## config.mk

```make
export PLATFORM = sky130hd
export DESIGN_NAME = short_descriptor_translation_check
export DESIGN_NICKNAME = d
export VERILOG_FILES = /design/src/rtl/sdtc_pkg.sv /design/src/rtl/sdtc_cfg.sv /design/src/rtl/sdtc_check.sv /design/src/rtl/short_descriptor_translation_check.sv
export SDC_FILE = /design/constraint.sdc
export NUM_CORES = 1
export LEC_CHECK = 0
export BUFFER_PORTS_ARGS = -buffer_cell sky130_fd_sc_hd__buf_2
export CAP_MARGIN = 15
export CELL_PAD_IN_SITES_DETAIL_PLACEMENT = 1
export CELL_PAD_IN_SITES_GLOBAL_PLACEMENT = 1
export CORE_UTILIZATION = 30
export DETAILED_ROUTE_END_ITERATION = 10
export PLACE_DENSITY_LB_ADDON = 0.1
export SETUP_SLACK_MARGIN = 0.2
export SLEW_MARGIN = 10
export SYNTH_ARGS = -nofsm -noshare
export SYNTH_HDL_FRONTEND = slang
export SYNTH_SLANG_ARGS = --single-unit
```

## constraint.sdc

```tcl
create_clock -name i_clk -period 11.35 [get_ports i_clk]
set_clock_uncertainty 0.05 [all_clocks]
set_input_delay 1.135 -clock i_clk [delete_from_list [all_inputs] [get_ports i_clk]]
set_output_delay 1.135 -clock i_clk [all_outputs]
set_load 0.005 [all_outputs]
```

## src/rtl/sdtc_pkg.sv

```systemverilog
// shared types and constants for the short descriptor translation check
`default_nettype none

package sdtc_pkg;

    // configuration register indexes
    typedef enum logic [2:0] {
        CFG_MMU_ENABLE     = 3'd0,
        CFG_ARCH_V6        = 3'd1,
        CFG_DOMAIN_ACCESS  = 3'd2,
        CFG_ROM_PROTECT    = 3'd3,
        CFG_SYSTEM_PROTECT = 3'd4
    } t_cfg_idx;

    localparam int CFG_IDX_W  = 3;
    localparam int CFG_DATA_W = 32;

    // access kinds
    localparam logic [1:0] MODE_READ  = 2'd0;
    localparam logic [1:0] MODE_WRITE = 2'd1;
    localparam logic [1:0] MODE_FETCH = 2'd2;

    // reported fault kinds
    localparam logic [1:0] KIND_NONE  = 2'd0;
    localparam logic [1:0] KIND_READ  = 2'd1;
    localparam logic [1:0] KIND_WRITE = 2'd2;
    localparam logic [1:0] KIND_FETCH = 2'd3;

    // fault status codes
    localparam logic [3:0] CODE_NONE       = 4'h0;
    localparam logic [3:0] CODE_SEC_TRANS  = 4'h5;
    localparam logic [3:0] CODE_PAGE_TRANS = 4'h7;
    localparam logic [3:0] CODE_SEC_DOM    = 4'h9;
    localparam logic [3:0] CODE_PAGE_DOM   = 4'hb;
    localparam logic [3:0] CODE_SEC_PERM   = 4'hd;
    localparam logic [3:0] CODE_PAGE_PERM  = 4'hf;

    // domain access values
    localparam logic [1:0] DACC_NONE     = 2'd0;
    localparam logic [1:0] DACC_CLIENT   = 2'd1;
    localparam logic [1:0] DACC_RESERVED = 2'd2;
    localparam logic [1:0] DACC_MANAGER  = 2'd3;

    // first-level descriptor types
    localparam logic [1:0] L1_FAULT   = 2'd0;
    localparam logic [1:0] L1_COARSE  = 2'd1;
    localparam logic [1:0] L1_SECTION = 2'd2;
    localparam logic [1:0] L1_FINE    = 2'd3;

    // second-level descriptor types
    localparam logic [1:0] L2_FAULT = 2'd0;
    localparam logic [1:0] L2_LARGE = 2'd1;
    localparam logic [1:0] L2_SMALL = 2'd2;
    localparam logic [1:0] L2_TINY  = 2'd3;

    localparam int REQ_TDATA_W = 104;
    localparam int RSP_TDATA_W = 88;

    typedef struct packed {
        logic        mmu_enable;
        logic        arch_v6;
        logic [31:0] domain_access;
        logic        rom_protect;
        logic        system_protect;
    } t_cfg;

    typedef struct packed {
        logic [31:0] virt_addr;
        logic [31:0] first_level_desc;
        logic [31:0] second_level_desc;
        logic [1:0]  mode;
        logic        privileged;
        logic        record_fault;
    } t_req;

    typedef struct packed {
        logic [31:0] phys_addr;
        logic [1:0]  fault_kind;
        logic [11:0] fault_status;
        logic [31:0] fault_address;
        logic        set_data_regs;
        logic        set_instr_regs;
        logic        unsupported;
    } t_rsp;

endpackage

`default_nettype wire

```

## src/rtl/sdtc_cfg.sv

```systemverilog
// configuration registers of the translation check
`default_nettype none

module sdtc_cfg
    import sdtc_pkg::*;
(
    input  wire logic                  i_clk,
    input  wire logic                  i_rst_n,
    input  wire logic                  i_cfg_valid,
    output logic                       o_cfg_ready,
    input  wire logic [CFG_IDX_W-1:0]  i_cfg_index,
    input  wire logic [CFG_DATA_W-1:0] i_cfg_data,
    output t_cfg                       o_cfg
);

    t_cfg r_cfg;
    t_cfg n_cfg;

    assign o_cfg_ready = 1'b1;
    assign o_cfg       = r_cfg;

    // register write decode, unknown indexes are dropped
    always_comb begin
        n_cfg = r_cfg;
        if (i_cfg_valid) begin
            unique case (t_cfg_idx'(i_cfg_index))
                CFG_MMU_ENABLE:     n_cfg.mmu_enable     = i_cfg_data[0];
                CFG_ARCH_V6:        n_cfg.arch_v6        = i_cfg_data[0];
                CFG_DOMAIN_ACCESS:  n_cfg.domain_access  = i_cfg_data;
                CFG_ROM_PROTECT:    n_cfg.rom_protect    = i_cfg_data[0];
                CFG_SYSTEM_PROTECT: n_cfg.system_protect = i_cfg_data[0];
                default:            n_cfg = r_cfg;
            endcase
        end
    end

    always_ff @(posedge i_clk) begin
        if (!i_rst_n) begin
            r_cfg <= '0;
        end else begin
            r_cfg <= n_cfg;
        end
    end

endmodule

`default_nettype wire

```

## src/rtl/sdtc_check.sv

```systemverilog
// descriptor walk decode, domain and permission check, fault reporting
`default_nettype none

module sdtc_check
    import sdtc_pkg::*;
(
    input  t_cfg i_cfg,
    input  t_req i_req,
    output t_rsp o_rsp
);

    // v5 access permission encodings
    localparam logic [1:0] AP5_SPECIAL = 2'd0;
    localparam logic [1:0] AP5_PRIV    = 2'd1;
    localparam logic [1:0] AP5_USER_RO = 2'd2;
    localparam logic [1:0] AP5_FULL    = 2'd3;

    // v6 access permission encodings (apx in the top bit)
    localparam logic [2:0] AP6_PRIV    = 3'd1;
    localparam logic [2:0] AP6_USER_RO = 3'd2;
    localparam logic [2:0] AP6_FULL    = 3'd3;
    localparam logic [2:0] AP6_PRIV_RO = 3'd5;
    localparam logic [2:0] AP6_RO      = 3'd6;
    localparam logic [2:0] AP6_RO_ALT  = 3'd7;

    function automatic logic perm_v5(input logic [1:0] ap, input logic kern, input logic wr,
                                     input logic rom, input logic sys);
        logic ok;
        case (ap)
            AP5_SPECIAL: ok = rom ? !wr : (sys & kern & !wr);
            AP5_PRIV:    ok = kern;
            AP5_USER_RO: ok = kern | !wr;
            AP5_FULL:    ok = 1'b1;
            default:     ok = 1'b0;
        endcase
        return ok;
    endfunction

    function automatic logic perm_v6(input logic [2:0] ap, input logic kern, input logic wr);
        logic ok;
        case (ap) inside
            AP6_PRIV:           ok = kern;
            AP6_USER_RO:        ok = kern | !wr;
            AP6_FULL:           ok = 1'b1;
            AP6_PRIV_RO:        ok = kern & !wr;
            AP6_RO, AP6_RO_ALT: ok = !wr;
            default:            ok = 1'b0;
        endcase
        return ok;
    endfunction

    logic        wr;
    logic        fetch;
    logic [3:0]  dom;
    logic [3:0]  dom_rep;
    logic [1:0]  dacc;
    logic        dom_fail;
    logic [1:0]  t1;
    logic [1:0]  t2;
    logic [2:0]  sec_ap;
    logic [2:0]  page_ap;
    logic [1:0]  sub;
    logic [7:0]  sub_aps;
    logic        sec_ok;
    logic        page_ok;
    logic [3:0]  code;
    logic        unsup;
    logic [31:0] pa;

    assign wr    = (i_req.mode == MODE_WRITE);
    assign fetch = (i_req.mode == MODE_FETCH);
    assign dom   = i_req.first_level_desc[8:5];
    assign dacc  = i_cfg.domain_access[{dom, 1'b0} +: 2];
    assign dom_fail = (dacc == DACC_NONE) || (dacc == DACC_RESERVED);
    assign t1    = i_req.first_level_desc[1:0];
    assign t2    = i_req.second_level_desc[1:0];

    // access permission of the section and of the page
    assign sec_ap  = {i_cfg.arch_v6 & i_req.first_level_desc[15],
                      i_req.first_level_desc[11:10]};
    assign sub     = (t2 == L2_LARGE) ? i_req.virt_addr[15:14] : i_req.virt_addr[11:10];
    assign sub_aps = i_req.second_level_desc[11:4];
    always_comb begin
        if (i_cfg.arch_v6) begin
            page_ap = {i_req.second_level_desc[9], i_req.second_level_desc[5:4]};
        end else begin
            page_ap = {1'b0, sub_aps[{sub, 1'b0} +: 2]};
        end
    end

    assign sec_ok  = i_cfg.arch_v6
                   ? perm_v6(sec_ap, i_req.privileged, wr)
                   : perm_v5(sec_ap[1:0], i_req.privileged, wr,
                             i_cfg.rom_protect, i_cfg.system_protect);
    assign page_ok = i_cfg.arch_v6
                   ? perm_v6(page_ap, i_req.privileged, wr)
                   : perm_v5(page_ap[1:0], i_req.privileged, wr,
                             i_cfg.rom_protect, i_cfg.system_protect);

    // descriptor decode and fault priority
    always_comb begin
        code    = CODE_NONE;
        unsup   = 1'b0;
        pa      = '0;
        dom_rep = dom;
        case (t1)
            L1_FAULT: begin
                code = CODE_SEC_TRANS;
                if (i_cfg.arch_v6) begin
                    dom_rep = 4'd0;
                end
            end
            L1_FINE: begin
                if (!i_cfg.arch_v6) begin
                    unsup = 1'b1;
                end else begin
                    code    = CODE_SEC_TRANS;
                    dom_rep = 4'd0;
                end
            end
            L1_SECTION: begin
                if (i_cfg.arch_v6 && i_req.first_level_desc[18]) begin
                    unsup = 1'b1;
                end else if (dom_fail) begin
                    code = CODE_SEC_DOM;
                end else if (dacc == DACC_CLIENT && !sec_ok) begin
                    code = CODE_SEC_PERM;
                end else begin
                    pa = {i_req.first_level_desc[31:20], i_req.virt_addr[19:0]};
                end
            end
            default: begin
                if (t2 == L2_FAULT) begin
                    code = CODE_PAGE_TRANS;
                end else if (dom_fail) begin
                    code = CODE_PAGE_DOM;
                end else if (dacc == DACC_CLIENT && !page_ok) begin
                    code = CODE_PAGE_PERM;
                end else if (t2 == L2_TINY) begin
                    unsup = 1'b1;
                end else if (t2 == L2_LARGE) begin
                    pa = {i_req.second_level_desc[31:16], i_req.virt_addr[15:0]};
                end else begin
                    pa = {i_req.second_level_desc[31:12], i_req.virt_addr[11:0]};
                end
            end
        endcase
    end

    // result assembly
    always_comb begin
        o_rsp = '0;
        if (!i_cfg.mmu_enable) begin
            o_rsp.phys_addr = i_req.virt_addr;
        end else if (unsup) begin
            o_rsp.unsupported = 1'b1;
        end else if (code == CODE_NONE) begin
            o_rsp.phys_addr = pa;
        end else begin
            o_rsp.fault_kind    = fetch ? KIND_FETCH : (wr ? KIND_WRITE : KIND_READ);
            o_rsp.fault_address = i_req.virt_addr;
            if (!i_cfg.arch_v6) begin
                o_rsp.fault_status   = {4'd0, dom_rep, code};
                o_rsp.set_data_regs  = i_req.record_fault;
                o_rsp.set_instr_regs = i_req.record_fault;
            end else if (fetch) begin
                o_rsp.fault_status   = {8'd0, code};
                o_rsp.set_instr_regs = i_req.record_fault;
            end else begin
                o_rsp.fault_status  = {wr, 3'd0, dom_rep, code};
                o_rsp.set_data_regs = i_req.record_fault;
            end
        end
    end

endmodule

`default_nettype wire

```

## src/rtl/short_descriptor_translation_check.sv

```systemverilog
// Short-descriptor translation check: one access per beat on the input stream, one
// result per access on the output stream, in order. An access is held in the input
// register, then the descriptor decode, domain and permission check run
// combinationally into the result register.
// Throughput is one access per cycle while the output is taken; a stalled output
// holds the result and the input register still takes one more beat. The
// configuration port is always ready and is meant to be written with the
// pipeline empty.
`default_nettype none

module short_descriptor_translation_check
    import sdtc_pkg::*;
(
    input  wire logic                   i_clk,
    input  wire logic                   i_rst_n,
    // configuration write channel
    input  wire logic                   i_cfg_valid,
    output logic                        o_cfg_ready,
    input  wire logic [CFG_IDX_W-1:0]   i_cfg_index,
    input  wire logic [CFG_DATA_W-1:0]  i_cfg_data,
    // access stream
    input  wire logic                   i_s_tvalid,
    output logic                        o_s_tready,
    // virt_addr[31:0], first_level_desc[63:32], second_level_desc[95:64],
    // mode[97:96], privileged[98], record_fault[99], zero[103:100]
    input  wire logic [REQ_TDATA_W-1:0] i_s_tdata,
    // result stream
    output logic                        o_m_tvalid,
    input  wire logic                   i_m_tready,
    // phys_addr[31:0], fault_kind[33:32], fault_status[45:34],
    // fault_address[77:46], set_data_regs[78], set_instr_regs[79],
    // unsupported[80], zero[87:81]
    output logic [RSP_TDATA_W-1:0]      o_m_tdata
);

    t_cfg w_cfg;
    t_req w_req_in;
    t_rsp w_rsp;

    logic r_s1_valid;
    logic r_s2_valid;
    t_req r_req;
    t_rsp r_rsp;
    logic s1_ready;
    logic s2_ready;

    sdtc_cfg u_cfg (
        .i_clk       (i_clk),
        .i_rst_n     (i_rst_n),
        .i_cfg_valid (i_cfg_valid),
        .o_cfg_ready (o_cfg_ready),
        .i_cfg_index (i_cfg_index),
        .i_cfg_data  (i_cfg_data),
        .o_cfg       (w_cfg)
    );

    // unpack the input beat
    assign w_req_in.virt_addr         = i_s_tdata[31:0];
    assign w_req_in.first_level_desc  = i_s_tdata[63:32];
    assign w_req_in.second_level_desc = i_s_tdata[95:64];
    assign w_req_in.mode              = i_s_tdata[97:96];
    assign w_req_in.privileged        = i_s_tdata[98];
    assign w_req_in.record_fault      = i_s_tdata[99];

    // pipeline flow control
    assign s2_ready   = !r_s2_valid || i_m_tready;
    assign s1_ready   = !r_s1_valid || s2_ready;
    assign o_s_tready = s1_ready;

    // input register
    always_ff @(posedge i_clk) begin
        if (!i_rst_n) begin
            r_s1_valid <= 1'b0;
        end else if (s1_ready) begin
            r_s1_valid <= i_s_tvalid;
        end
    end

    always_ff @(posedge i_clk) begin
        if (s1_ready && i_s_tvalid) begin
            r_req <= w_req_in;
        end
    end

    sdtc_check u_check (
        .i_cfg (w_cfg),
        .i_req (r_req),
        .o_rsp (w_rsp)
    );

    // result register
    always_ff @(posedge i_clk) begin
        if (!i_rst_n) begin
            r_s2_valid <= 1'b0;
        end else if (s2_ready) begin
            r_s2_valid <= r_s1_valid;
        end
    end

    always_ff @(posedge i_clk) begin
        if (s2_ready && r_s1_valid) begin
            r_rsp <= w_rsp;
        end
    end

    // pack the result beat
    assign o_m_tvalid = r_s2_valid;
    assign o_m_tdata  = {7'd0,
                         r_rsp.unsupported,
                         r_rsp.set_instr_regs,
                         r_rsp.set_data_regs,
                         r_rsp.fault_address,
                         r_rsp.fault_status,
                         r_rsp.fault_kind,
                         r_rsp.phys_addr};

    // an unsupported descriptor yields no address and no fault
    a_unsup_clean: assert property (@(posedge i_clk) disable iff (!i_rst_n)
        r_s2_valid && r_rsp.unsupported |->
            r_rsp.phys_addr == '0 && r_rsp.fault_kind == KIND_NONE)
        else $error("unsupported result carries address or fault");

    // no fault means no status, no fault address and no register update
    a_nofault_clean: assert property (@(posedge i_clk) disable iff (!i_rst_n)
        r_s2_valid && r_rsp.fault_kind == KIND_NONE |->
            r_rsp.fault_status == '0 && r_rsp.fault_address == '0 &&
            !r_rsp.set_data_regs && !r_rsp.set_instr_regs)
        else $error("fault fields set without a fault");

    // on v6 only a fetch fault writes the instruction fault registers
    a_v6_instr: assert property (@(posedge i_clk) disable iff (!i_rst_n)
        r_s2_valid && w_cfg.arch_v6 && r_rsp.set_instr_regs |->
            r_rsp.fault_kind == KIND_FETCH && !r_rsp.set_data_regs)
        else $error("v6 instruction fault registers set for a data access");

    // a full pipeline with a stalled output takes no input beat
    a_no_overrun: assert property (@(posedge i_clk) disable iff (!i_rst_n)
        r_s1_valid && r_s2_valid && !i_m_tready |-> !o_s_tready)
        else $error("input accepted with the pipeline full and stalled");

endmodule

`default_nettype wire

```

# Word level (Yosys, flattened, before mapping)
# Cells that the tools add are included.
dict set report classes {
  n_eq_ne 30
  shift 2
  muxes 55
  n_bitwise 7
  reduce_logical 31
}
# operator count
set ops {}
lappend ops {{32-bit 2-to-1 mux} 9}
lappend ops {{80-bit 2-to-1 mux} 1}
lappend ops {{32-bit case mux with 2 select lines} 1}
lappend ops {{48-bit 2-to-1 mux} 1}
lappend ops {{4-bit 2-to-1 mux} 8}
lappend ops {{32-bit by 6-bit variable part select with 2-bit output} 1}
lappend ops {{12-bit 2-to-1 mux} 2}
lappend ops {{1-bit 2-to-1 mux} 22}
lappend ops {{3-bit == test (second input constant)} 7}
lappend ops {{2-bit == test (second input constant)} 9}
lappend ops {{3-bit by 2-bit == test with 1-bit output (second input constant)} 6}
lappend ops {{16-bit 2-to-1 mux} 1}
lappend ops {{4-bit case mux with 3 select lines} 1}
lappend ops {{2-bit by 1-bit == test with 1-bit output (second input constant)} 5}
lappend ops {{2-bit zero test} 5}
lappend ops {{2-bit AND reduction} 5}
lappend ops {{3-bit by 1-bit == test with 1-bit output (second input constant)} 3}
lappend ops {{2-bit 2-to-1 mux} 4}
lappend ops {{1-bit case mux with 4 select lines} 2}
lappend ops {{8-bit by 4-bit variable part select with 2-bit output} 1}
lappend ops {{3-bit 2-to-1 mux} 2}
lappend ops {{2-bit OR reduction} 3}
lappend ops {{1-bit logical AND} 5}
lappend ops {{1-bit zero test} 5}
lappend ops {{10 further kinds} 16}
dict set report word_totals {
  register_bits 219
  input_bits 144
  out_inout_bits 91
}

# Depth between registers and ports, before layout
# Gate-level depths: netlist of the first run.
dict set report logic_depth {
  word_depth 23
  ltp_mapped 11
  ltp_nobuf 9
}

# Cells and area by module
# A second synthesis of the first run with hierarchy kept.
dict set report unflattened {
  cells_unflattened 592
  hier_area_um2 8858.5
}
# mod instances cells_each area_per_inst_um2 seq_area_each_um2
set modules_own_cells {}
lappend modules_own_cells {short_descriptor_translation_check 1 198 5595.4 5475.3}
lappend modules_own_cells {sdtc_check 1 235 1756.7 0.0}
lappend modules_own_cells {sdtc_cfg 1 159 1506.4 720.7}

# Least setup slack after synthesis of the first run
# OpenSTA, ideal clock, no wires.
dict set report synth_path {
  path_kind {input to register}
  startpoint {input port i_m_tready}
  endpoint {register r_rsp (netlist bit o_m_tdata[0]) (enable)}
  setup_ns 0.524
  t_arrival_ns 4.676
  required_ns 10.776
  setup_slack_ns 6.100
  cell_stages 2
  n_path_buf 0
  cell_sequence {nor2b_1 -> nor2b_1}
}
dict set report synth_via {
  elab_chain_cells 2
}
# element line
set synth_rtl {}
lappend synth_rtl {{start, declared} short_descriptor_translation_check.sv:29} ;# input wire logic i_m_tready,
lappend synth_rtl {{1-bit logical OR} short_descriptor_translation_check.sv:66} ;# assign s2_ready = !r_s2_valid || i_m_tready;
lappend synth_rtl {{1-bit logical AND} short_descriptor_translation_check.sv:101} ;# if (s2_ready && r_s1_valid) begin
lappend synth_rtl {{end signal, assigned} short_descriptor_translation_check.sv:102} ;# r_rsp <= w_rsp;
lappend synth_rtl {{end, declared} short_descriptor_translation_check.sv:43} ;# t_rsp r_rsp;
# No other way between the ends.
# A chain may end at the register's enable or synchronous reset.

==> Flow_metrics.wiki, run 1 <==
{| class="wikitable"
! Metric !! Value
|-
| Status || completed
|-
| Proportion of netlist area held by the largest area contributor || 57.8%
|-
| Dpl cells || 1174
|-
| Worst setup endpoint || o_m_tdata[5]$_DFFE_PP_
|-
| Worst path max stage delay || 0.77 ns
|-
| Worst r2r dst || o_m_tdata[5]$_DFFE_PP_
|-
| Area growth, synth to finish || 24.6%
|-
| Worst Tran Pin Value || 1.07 ns
|-
| Clock buffers created by TritonCTS || 23
|-
| Number of library cell types mapped by synthesis || 57
|-
| Initial antenna violation count || 6
|-
| Buffers on Ports || 207
|-
| IR drop worst, VDD || 0.0767 mV
|-
| Residual overflow from global routing || 0
|-
| Root cell of the clock tree || sky130_fd_sc_hd__clkbuf_16
|-
| Layout cell share with drive strength beyond 1 || 37.9%
|-
| Post-synthesis simple-gate area fraction || 13.0%
|-
| Largest net degree at the start of global routing || 79
|-
| Number of gates given a new drive strength after cts || 0
|-
| Combinational family with the most area after synthesis || simple AND/OR/NAND/NOR gates
|-
| Fmax achieved || 0.256 GHz
|-
| Number of global-route vias before repair || 5983
|-
| Detail-routed net length per standard cell || 18.4 um
|-
| Number of failing setup endpoints in the final timing report || 0
|-
| Number of buffers inserted by hold repair at cts || 0
|-
| Seq cells post-synth || 204
|-
| Slowest cell on the critical path || sky130_fd_sc_hd__edfxtp_1
|-
| Crit path capture type || flop
|-
| Count of antenna-violating nets left after detailed routing || 0
|-
| Total wire length after detailed routing || 22.5 mm
|-
| Die outline height || 172 um
|-
| CP cell instances || mux4_2 -> mux2_2 -> or3_4 -> a22oi_4 -> a2111oi_4 -> buf_4 -> nor3_2 -> nor3b_1
|-
| Worst reg-to-reg path cell count || 8
|-
| Minimum setup slack among reg-to-reg paths || 7.44 ns
|-
| Post-synthesis mux area share || 4.50%
|-
| Post-CTS repair timing setup buffer count || 0
|-
| Number of filler cells placed in the layout || 3055
|-
| Total DRC errors in the routed layout || 0
|-
| Critical-path maximum fanout || 17
|-
| Share of the synthesized area in compound gates (AO/OA/AOI/OAI) || 10.5%
|-
| Static leakage || 3.92 nW
|-
| Share of synthesized area occupied by flip-flops and latches || 66.6%
|-
| TritonCTS clock tree || done
|-
| Slew margin rel. || 28.4%
|-
| Total of warnings raised by yosys || 0
|-
| Number of flops mapped to enable cells by yosys || 166
|-
| Post-route core utilization || 38.4%
|-
| Number of I/O pins || 235
|-
| Insertion delay of the later-clocked pin in the worst-skew pair || 0.50 ns
|-
| Critical Path Source || r_req[43]$_DFFE_PP_
|-
| RSZ-0062 raised after global routing || false
|-
| Core area || 28000 um^2
|-
| Clock Sinks || 204
|-
| Reported max-cap violation count || 0
|-
| Origin of the critical flop-to-flop path || r_req[43]$_DFFE_PP_
|-
| Proportion of register bits with asynchronous set or reset after synthesis || 0%
|-
| Netlist area before placement || 8620 um^2
|-
| Adder and majority gate portion of the synthesized area || 1.02%
|-
| Reg clk slew, reported paths || 0.06 ns
|-
| Largest area contributor in the synthesized netlist || sky130_fd_sc_hd__edfxtp_1
|-
| Total power per unit cell area || 159 nW/um^2
|-
| Cell count after synthesis || 617
|-
| Dpl cell area || 10000 um^2
|-
| Final cell count without fillers || 1220
|-
| Count of standard-cell rows || 61
|-
| Drt via density || 4.65
|-
| Post-synthesis xor/xnor area fraction || 0%
|-
| Floorplan die area || 29400 um^2
|-
| Fraction of the cycle the final worst path needs || 34.4%
|-
| Crit path launch type || flop
|-
| Category of the critical setup timing path || flop to flop
|-
| Final count of hold timing violations || 0
|-
| Weighted congestion at the end of routability-driven global placement || 0.726
|-
| Die Span X || 172 um
|-
| First-pass GRT wire length || 33.9 mm
|-
| Cells taking the most area after synthesis || sky130_fd_sc_hd__edfxtp_1 (58%), sky130_fd_sc_hd__dfxtp_1 (8.8%), sky130_fd_sc_hd__nand2_1 (4.0%)
|-
| Setup tns final || 0 ns
|-
| Detail Placement HPWL || 15.9 mm
|-
| Hold Path Class || flop to flop
|-
| Hold_sp || u_cfg.o_cfg[14]$_SDFFE_PN0P_
|-
| Maximum level of the CTS H-tree || 1
|-
| Number of vias after detailed routing || 5667
|-
| Number of slew-limit violations in the final report || 0
|-
| Initial standard-cell utilization of the core || 30.8%
|-
| Syn Area/Cell || 14.0 um^2
|-
| Crit path arrival time || 4.06 ns
|-
| Commonest register cell after synthesis || sky130_fd_sc_hd__edfxtp_1
|-
| 1st-iter DRT viols || 221
|-
| Data required time of the critical path || 11.51 ns
|-
| Total power || 1.71 mW
|-
| Largest buffer count on any clock path || 3
|-
| Layout Cell Area excl Fill || 10700 um^2
|-
| Total Routing Usage GR || 15.1%
|-
| Number of iterations in the first detailed-routing pass || 4
|-
| Clock period minus worst slack || 3.91 ns
|-
| Number of nets at the end of the flow || 972
|}
critical path: cells and delay by family, from the launching register on:
kind,cells,cell delay [ns]
AOI/OAI and AO/OA,2,0.39
muxes,2,0.88
DFF,1,0.77
and+or+nand+nor,3,1.28
buffers and inverters,1,0.24
state kept, by name, summed over array words and instances (netlist names):
register / count
r_req: 88
o_m_tvalid: 1
r_s1_valid: 1
u_cfg.o_cfg: 36
o_m_tdata: 78
cell families (layout without fill, tap and decap cells):
logic type               after synthesis  in the layout
adder cells (fa/ha/maj)                7              7
buffers and inverters                 75            286
AO/OA/AOI/OAI                        117            117
other                                  2             16
AND/OR/NAND/NOR                      190            190
flip-flops                           204            204
multiplexers                          22             22
layout make-up:
class / instances / area (um^2) / area share (%)
Clock buffer: 27 / 591 / 5.50
Antenna cell: 5 / 12.5 / 0.116
Inverter: 30 / 113 / 1.05
Clock inverter: 14 / 141 / 1.32
Tap cell: 378 / 473 / 4.40
Timing Repair Buffer: 215 / 1100 / 10.3
Sequential cell: 204 / 5750 / 53.5
Multi-Input combinational cell: 347 / 2570 / 23.9
worst min path at each step:
stage	endpoint	slack (ns)	cells past startpoint
detailed placement	u_cfg.o_cfg[18]$_SDFFE_PN0P_	0.41	2
CTS	u_cfg.o_cfg[18]$_SDFFE_PN0P_	0.42	2
floorplan	u_cfg.o_cfg[10]$_SDFFE_PN0P_	0.39	2
global placement	u_cfg.o_cfg[20]$_SDFFE_PN0P_	0.40	2
finish	u_cfg.o_cfg[14]$_SDFFE_PN0P_	0.42	2
global route	u_cfg.o_cfg[32]$_SDFFE_PN0P_	0.44	2
where the power goes:
part	total [mW]	switching, mW	internal [mW]
combinational	0.122	0.0723	0.0493
sequential	0.866	0.0172	0.848
clock	0.726	0.288	0.438
total	1.71	0.377	1.34
metrics by stage:
step,hold slack (ns),setup WS (ns)
finish,0.415,7.44
CTS,0.422,7.37
detailed placement,0.413,7.40
floorplan,0.390,6.10
global route,0.442,7.21
global placement,0.404,7.41
per-layer routing:
| metal | global-route usage, % | part of all wire (%) | up-vias |
|---|---|---|---|
| li1 | - | - | 2691 |
| met2 | 25.2 | 48 | 160 |
| met5 | 0 | 0.089 | - |
| met3 | 3.18 | 5.8 | 30 |
| met4 | 3.77 | 2.1 | 4 |
| met1 | 20.0 | 44 | 2782 |
Yosys cell counts (6+ instances only):
cell type and number:
sky130_fd_sc_hd__a21boi_0 36, sky130_fd_sc_hd__a21oi_1 9, sky130_fd_sc_hd__a22oi_1 12, sky130_fd_sc_hd__buf_4 15, sky130_fd_sc_hd__clkbuf_1 22, sky130_fd_sc_hd__dfxtp_1 38
sky130_fd_sc_hd__edfxtp_1 166, sky130_fd_sc_hd__ha_1 7, sky130_fd_sc_hd__inv_1 30, sky130_fd_sc_hd__mux4_2 13, sky130_fd_sc_hd__nand2_1 92, sky130_fd_sc_hd__nor2_1 13
sky130_fd_sc_hd__nor2b_1 9, sky130_fd_sc_hd__nor3_2 26, sky130_fd_sc_hd__nor3b_1 13, sky130_fd_sc_hd__nor3b_2 13, sky130_fd_sc_hd__o21ai_0 6, sky130_fd_sc_hd__o22ai_1 12
placed cells by master (no fill, tap or decap), types with 6 or more instances in the layout:
cell                        instances
sky130_fd_sc_hd__buf_2            207
sky130_fd_sc_hd__nor3b_1           13
sky130_fd_sc_hd__buf_4              7
sky130_fd_sc_hd__mux4_2            13
sky130_fd_sc_hd__nand2_1           92
sky130_fd_sc_hd__nor3b_2           13
sky130_fd_sc_hd__ha_1               7
sky130_fd_sc_hd__a22oi_1           12
sky130_fd_sc_hd__a21oi_1            9
sky130_fd_sc_hd__nor3_2            27
sky130_fd_sc_hd__a21boi_0          36
sky130_fd_sc_hd__o21ai_0            6
sky130_fd_sc_hd__nor2_1            12
sky130_fd_sc_hd__edfxtp_1         166
sky130_fd_sc_hd__dfxtp_1           38
sky130_fd_sc_hd__clkbuf_16         23
sky130_fd_sc_hd__o22ai_1           12
sky130_fd_sc_hd__inv_1             29
sky130_fd_sc_hd__clkinv_1           6
sky130_fd_sc_hd__conb_1            11
sky130_fd_sc_hd__nor2b_1            8
(Power assumes the default switching activity.)
==> run 2: changes to the inputs <==
==> constraint.sdc (replaced) <==
create_clock -name i_clk -period 3.3 [get_ports i_clk]
set_clock_uncertainty 0.05 [all_clocks]
set_input_delay 0.33 -clock i_clk [delete_from_list [all_inputs] [get_ports i_clk]]
set_output_delay 0.33 -clock i_clk [all_outputs]
set_load 0.005 [all_outputs]
==> Flow_metrics.wiki, run 2 (synthesis results as in run 1) <==
{| class="wikitable"
! Metric !! Value
|-
| Residual overflow from global routing || 0 (unchanged)
|-
| Buffers on Ports || 207 (unchanged)
|-
| Number of diodes added for antenna fixing || 0 (-5)
|-
| Clock network fraction of design power || 41.6% (-0.8 points)
|-
| Number of global-route vias before repair || 6512 (+8.8%)
|-
| Internal power of the cells || 4.69 mW (+250%)
|-
| Number of flip-flops in the largest register || 88 (unchanged)
|-
| Die Span X || 172 um (unchanged)
|-
| Initial antenna violation count || 0 (-6)
|-
| Status || completed
|-
| Clock buffers created by TritonCTS || 24 (+4.3%)
|-
| Reg clk slew, reported paths || 0.06 ns (about the same)
|-
| Most frequent cells in the layout || sky130_fd_sc_hd__buf_2 (207), sky130_fd_sc_hd__edfxtp_1 (166), sky130_fd_sc_hd__dlygate4sd3_1 (95)
|-
| Slew margin rel. || 40.3% (+12 points)
|-
| First-pass GRT wire length || 36.1 mm (+6.5%)
|-
| Insertion delay of the later-clocked pin in the worst-skew pair || 0.52 ns (+0.02 ns)
|-
| Crit path capture type || flop
|-
| Final cell count without fillers || 1339 (+9.8%)
|-
| Total wire length after detailed routing || 24.0 mm (+6.9%)
|-
| Total power per unit cell area || 505 nW/um^2 (+220%)
|-
| Area growth, synth to finish || 39.1%
|-
| Hold Path Class || input port to flop
|-
| Worst Tran Pin Value || 0.896 ns (-0.177 ns)
|-
| Reported max-cap violation count || 0 (unchanged)
|-
| Number of slew-limit violations in the final report || 0 (unchanged)
|-
| Origin of the critical flop-to-flop path || r_req[43]$_DFFE_PP_
|-
| Reg with most FFs || r_req
|-
| 1st-iter DRT viols || 260 (+18%)
|-
| Initial standard-cell utilization of the core || 30.8% (unchanged)
|-
| Final-layout worst hold slack || 0.0215 ns (-0.394 ns)
|-
| Setup tns final || 0 ns (unchanged)
|-
| Data required time of the critical path || 3.52 ns (-7.99 ns)
|-
| RSZ-0062 raised after global routing || false
|-
| Number of vias after detailed routing || 6147 (+8.5%)
|-
| Crit path arrival time || 3.23 ns (-0.83 ns)
|-
| Number of failing setup endpoints in the final timing report || 0 (unchanged)
|-
| Part of the total power dissipated in combinational logic || 9.3% (+2.2 points)
|-
| IR drop worst, VDD || 0.273 mV (+260%)
|-
| Weighted congestion at the end of routability-driven global placement || 0.759 (+4.6%)
|-
| Clock Sinks || 204 (unchanged)
|-
| Largest buffer count on any clock path || 3 (unchanged)
|-
| Number of nets at the end of the flow || 1095 (+13%)
|-
| Count of standard-cell rows || 61 (unchanged)
|-
| Largest net degree at the start of global routing || 51 (-35%)
|-
| Layout Cell Area excl Fill || 12000 um^2 (+12%)
|-
| Dpl cell area || 10200 um^2 (+1.8%)
|-
| Hold_sp || i_cfg_data[13]
|-
| Total DRC errors in the routed layout || 0 (unchanged)
|-
| Root cell of the clock tree || sky130_fd_sc_hd__clkbuf_16
|-
| Fraction of the cycle the final worst path needs || 91.2% (+57 points)
|-
| Most common cell after layout, fill and taps aside || sky130_fd_sc_hd__buf_2
|-
| Detail-routed net length per standard cell || 17.9 um (-2.6%)
|-
| Dpl cells || 1192 (+1.5%)
|-
| Detail Placement HPWL || 16.5 mm (+3.8%)
|-
| Number of iterations in the first detailed-routing pass || 4 (unchanged)
|-
| Proportion of total power due to net switching || 22.5% (+0.44 points)
|-
| Drt via density || 4.59 (-1.2%)
|-
| Category of the critical setup timing path || flop to flop
|-
| Die outline height || 172 um (unchanged)
|-
| Layout cell share with drive strength beyond 1 || 36.4% (-1.5 points)
|-
| Static leakage || 4.47 nW (+14%)
|-
| Clock period minus worst slack || 3.01 ns (-0.898 ns)
|-
| Sequential fraction of design power || 49.1% (-1.4 points)
|-
| Number of I/O pins || 235 (unchanged)
|-
| Critical Path Source || r_req[43]$_DFFE_PP_
|-
| Critical-path maximum fanout || 10 (-7)
|-
| Floorplan die area || 29400 um^2 (unchanged)
|-
| Final count of hold timing violations || 0 (unchanged)
|-
| TritonCTS clock tree || done
|-
| Maximum level of the CTS H-tree || 1 (unchanged)
|-
| Crit path launch type || flop
|-
| Net load switching power || 1.36 mW (+260%)
|-
| Core area || 28000 um^2 (unchanged)
|-
| Fmax achieved || 0.332 GHz (+30%)
|-
| Count of antenna-violating nets left after detailed routing || 0 (unchanged)
|-
| Total Routing Usage GR || 16.0% (+0.92 points)
|}
==> run 2: path summary, 6_finish.rpt <==
kind,to,slack [ns],cells after the start
setup reg to reg,o_m_tdata[28]$_DFFE_PP_,0.29,10
hold reg to reg,u_cfg.o_cfg[2]$_SDFFE_PN0P_,0.42,2
setup / recovery,o_m_tdata[28]$_DFFE_PP_,0.29,10
hold / removal,u_cfg.o_cfg[15]$_SDFFE_PN0P_,0.02,3
==> run 2: stage by stage <==
| stage | util [%] | worst slack, ns | total power, mW |
|---|---|---|---|
| 3_3_place_gp | 36.3 | 0.158 | 3.47 |
| 4_1_cts | 42.7 | 0.214 | 6.14 |
| 3_5_place_dp | 36.3 | 0.0892 | 3.49 |
| 5_1_grt | 42.8 | 0.204 | 6.31 |
| 6_report | 42.8 | 0.291 | 6.05 |
| 2_1_floorplan | - | 0.305 | 3.26 |
==> run 2: metal layers <==
layer	global-route usage [%]	up-vias	wire length, um
li1	-	2934	-
met1	20.9	3034	10700
met2	27.5	152	11800
met3	2.83	27	1160
met4	4.00	0	364
met5	0	-	0
==> run 2: critical path, cell delays in order, from the launching register on <==
cell and delay (ns):
sky130_fd_sc_hd__edfxtp_1 0.34, sky130_fd_sc_hd__buf_4 0.14, sky130_fd_sc_hd__mux4_2 0.48, sky130_fd_sc_hd__mux2_2 0.30
sky130_fd_sc_hd__or3_4 0.38, sky130_fd_sc_hd__a22oi_4 0.26, sky130_fd_sc_hd__a2111oi_4 0.13, sky130_fd_sc_hd__buf_12 0.15
sky130_fd_sc_hd__buf_4 0.17, sky130_fd_sc_hd__a22oi_1 0.25, sky130_fd_sc_hd__o22ai_1 0.09
==> run 2: timing repair <==
item | CTS | global route
setup buffers | 7 | 2
hold buffers | 95 | 0
hold endpoints to repair | 95 | 0
gates cloned | 0 | 0
resized for setup | 4 | 7
pin swaps | 1 | 4
setup endpoints to repair | 27 | 32
==> run 2: layout make-up <==
cell class / instances / area, um^2
flip-flops and latches: 204 / 5750
inverters: 30 / 113
multi-input cells: 347 / 2600
clock inverters: 9 / 103
clock buffers: 34 / 638
fillers: 3025 / 16000
repair buffers: 337 / 2320
well taps: 378 / 473
==> run 2: power by group through the flow <==
stage / clock network, mW / registers [mW] / logic, mW
after floorplan: 0 / 3.02 / 0.245
after global placement: 0 / 3.02 / 0.448
after detailed placement: 0 / 3.03 / 0.462
after CTS: 2.60 / 2.97 / 0.567
after global routing: 2.71 / 2.98 / 0.615
final: 2.52 / 2.97 / 0.561
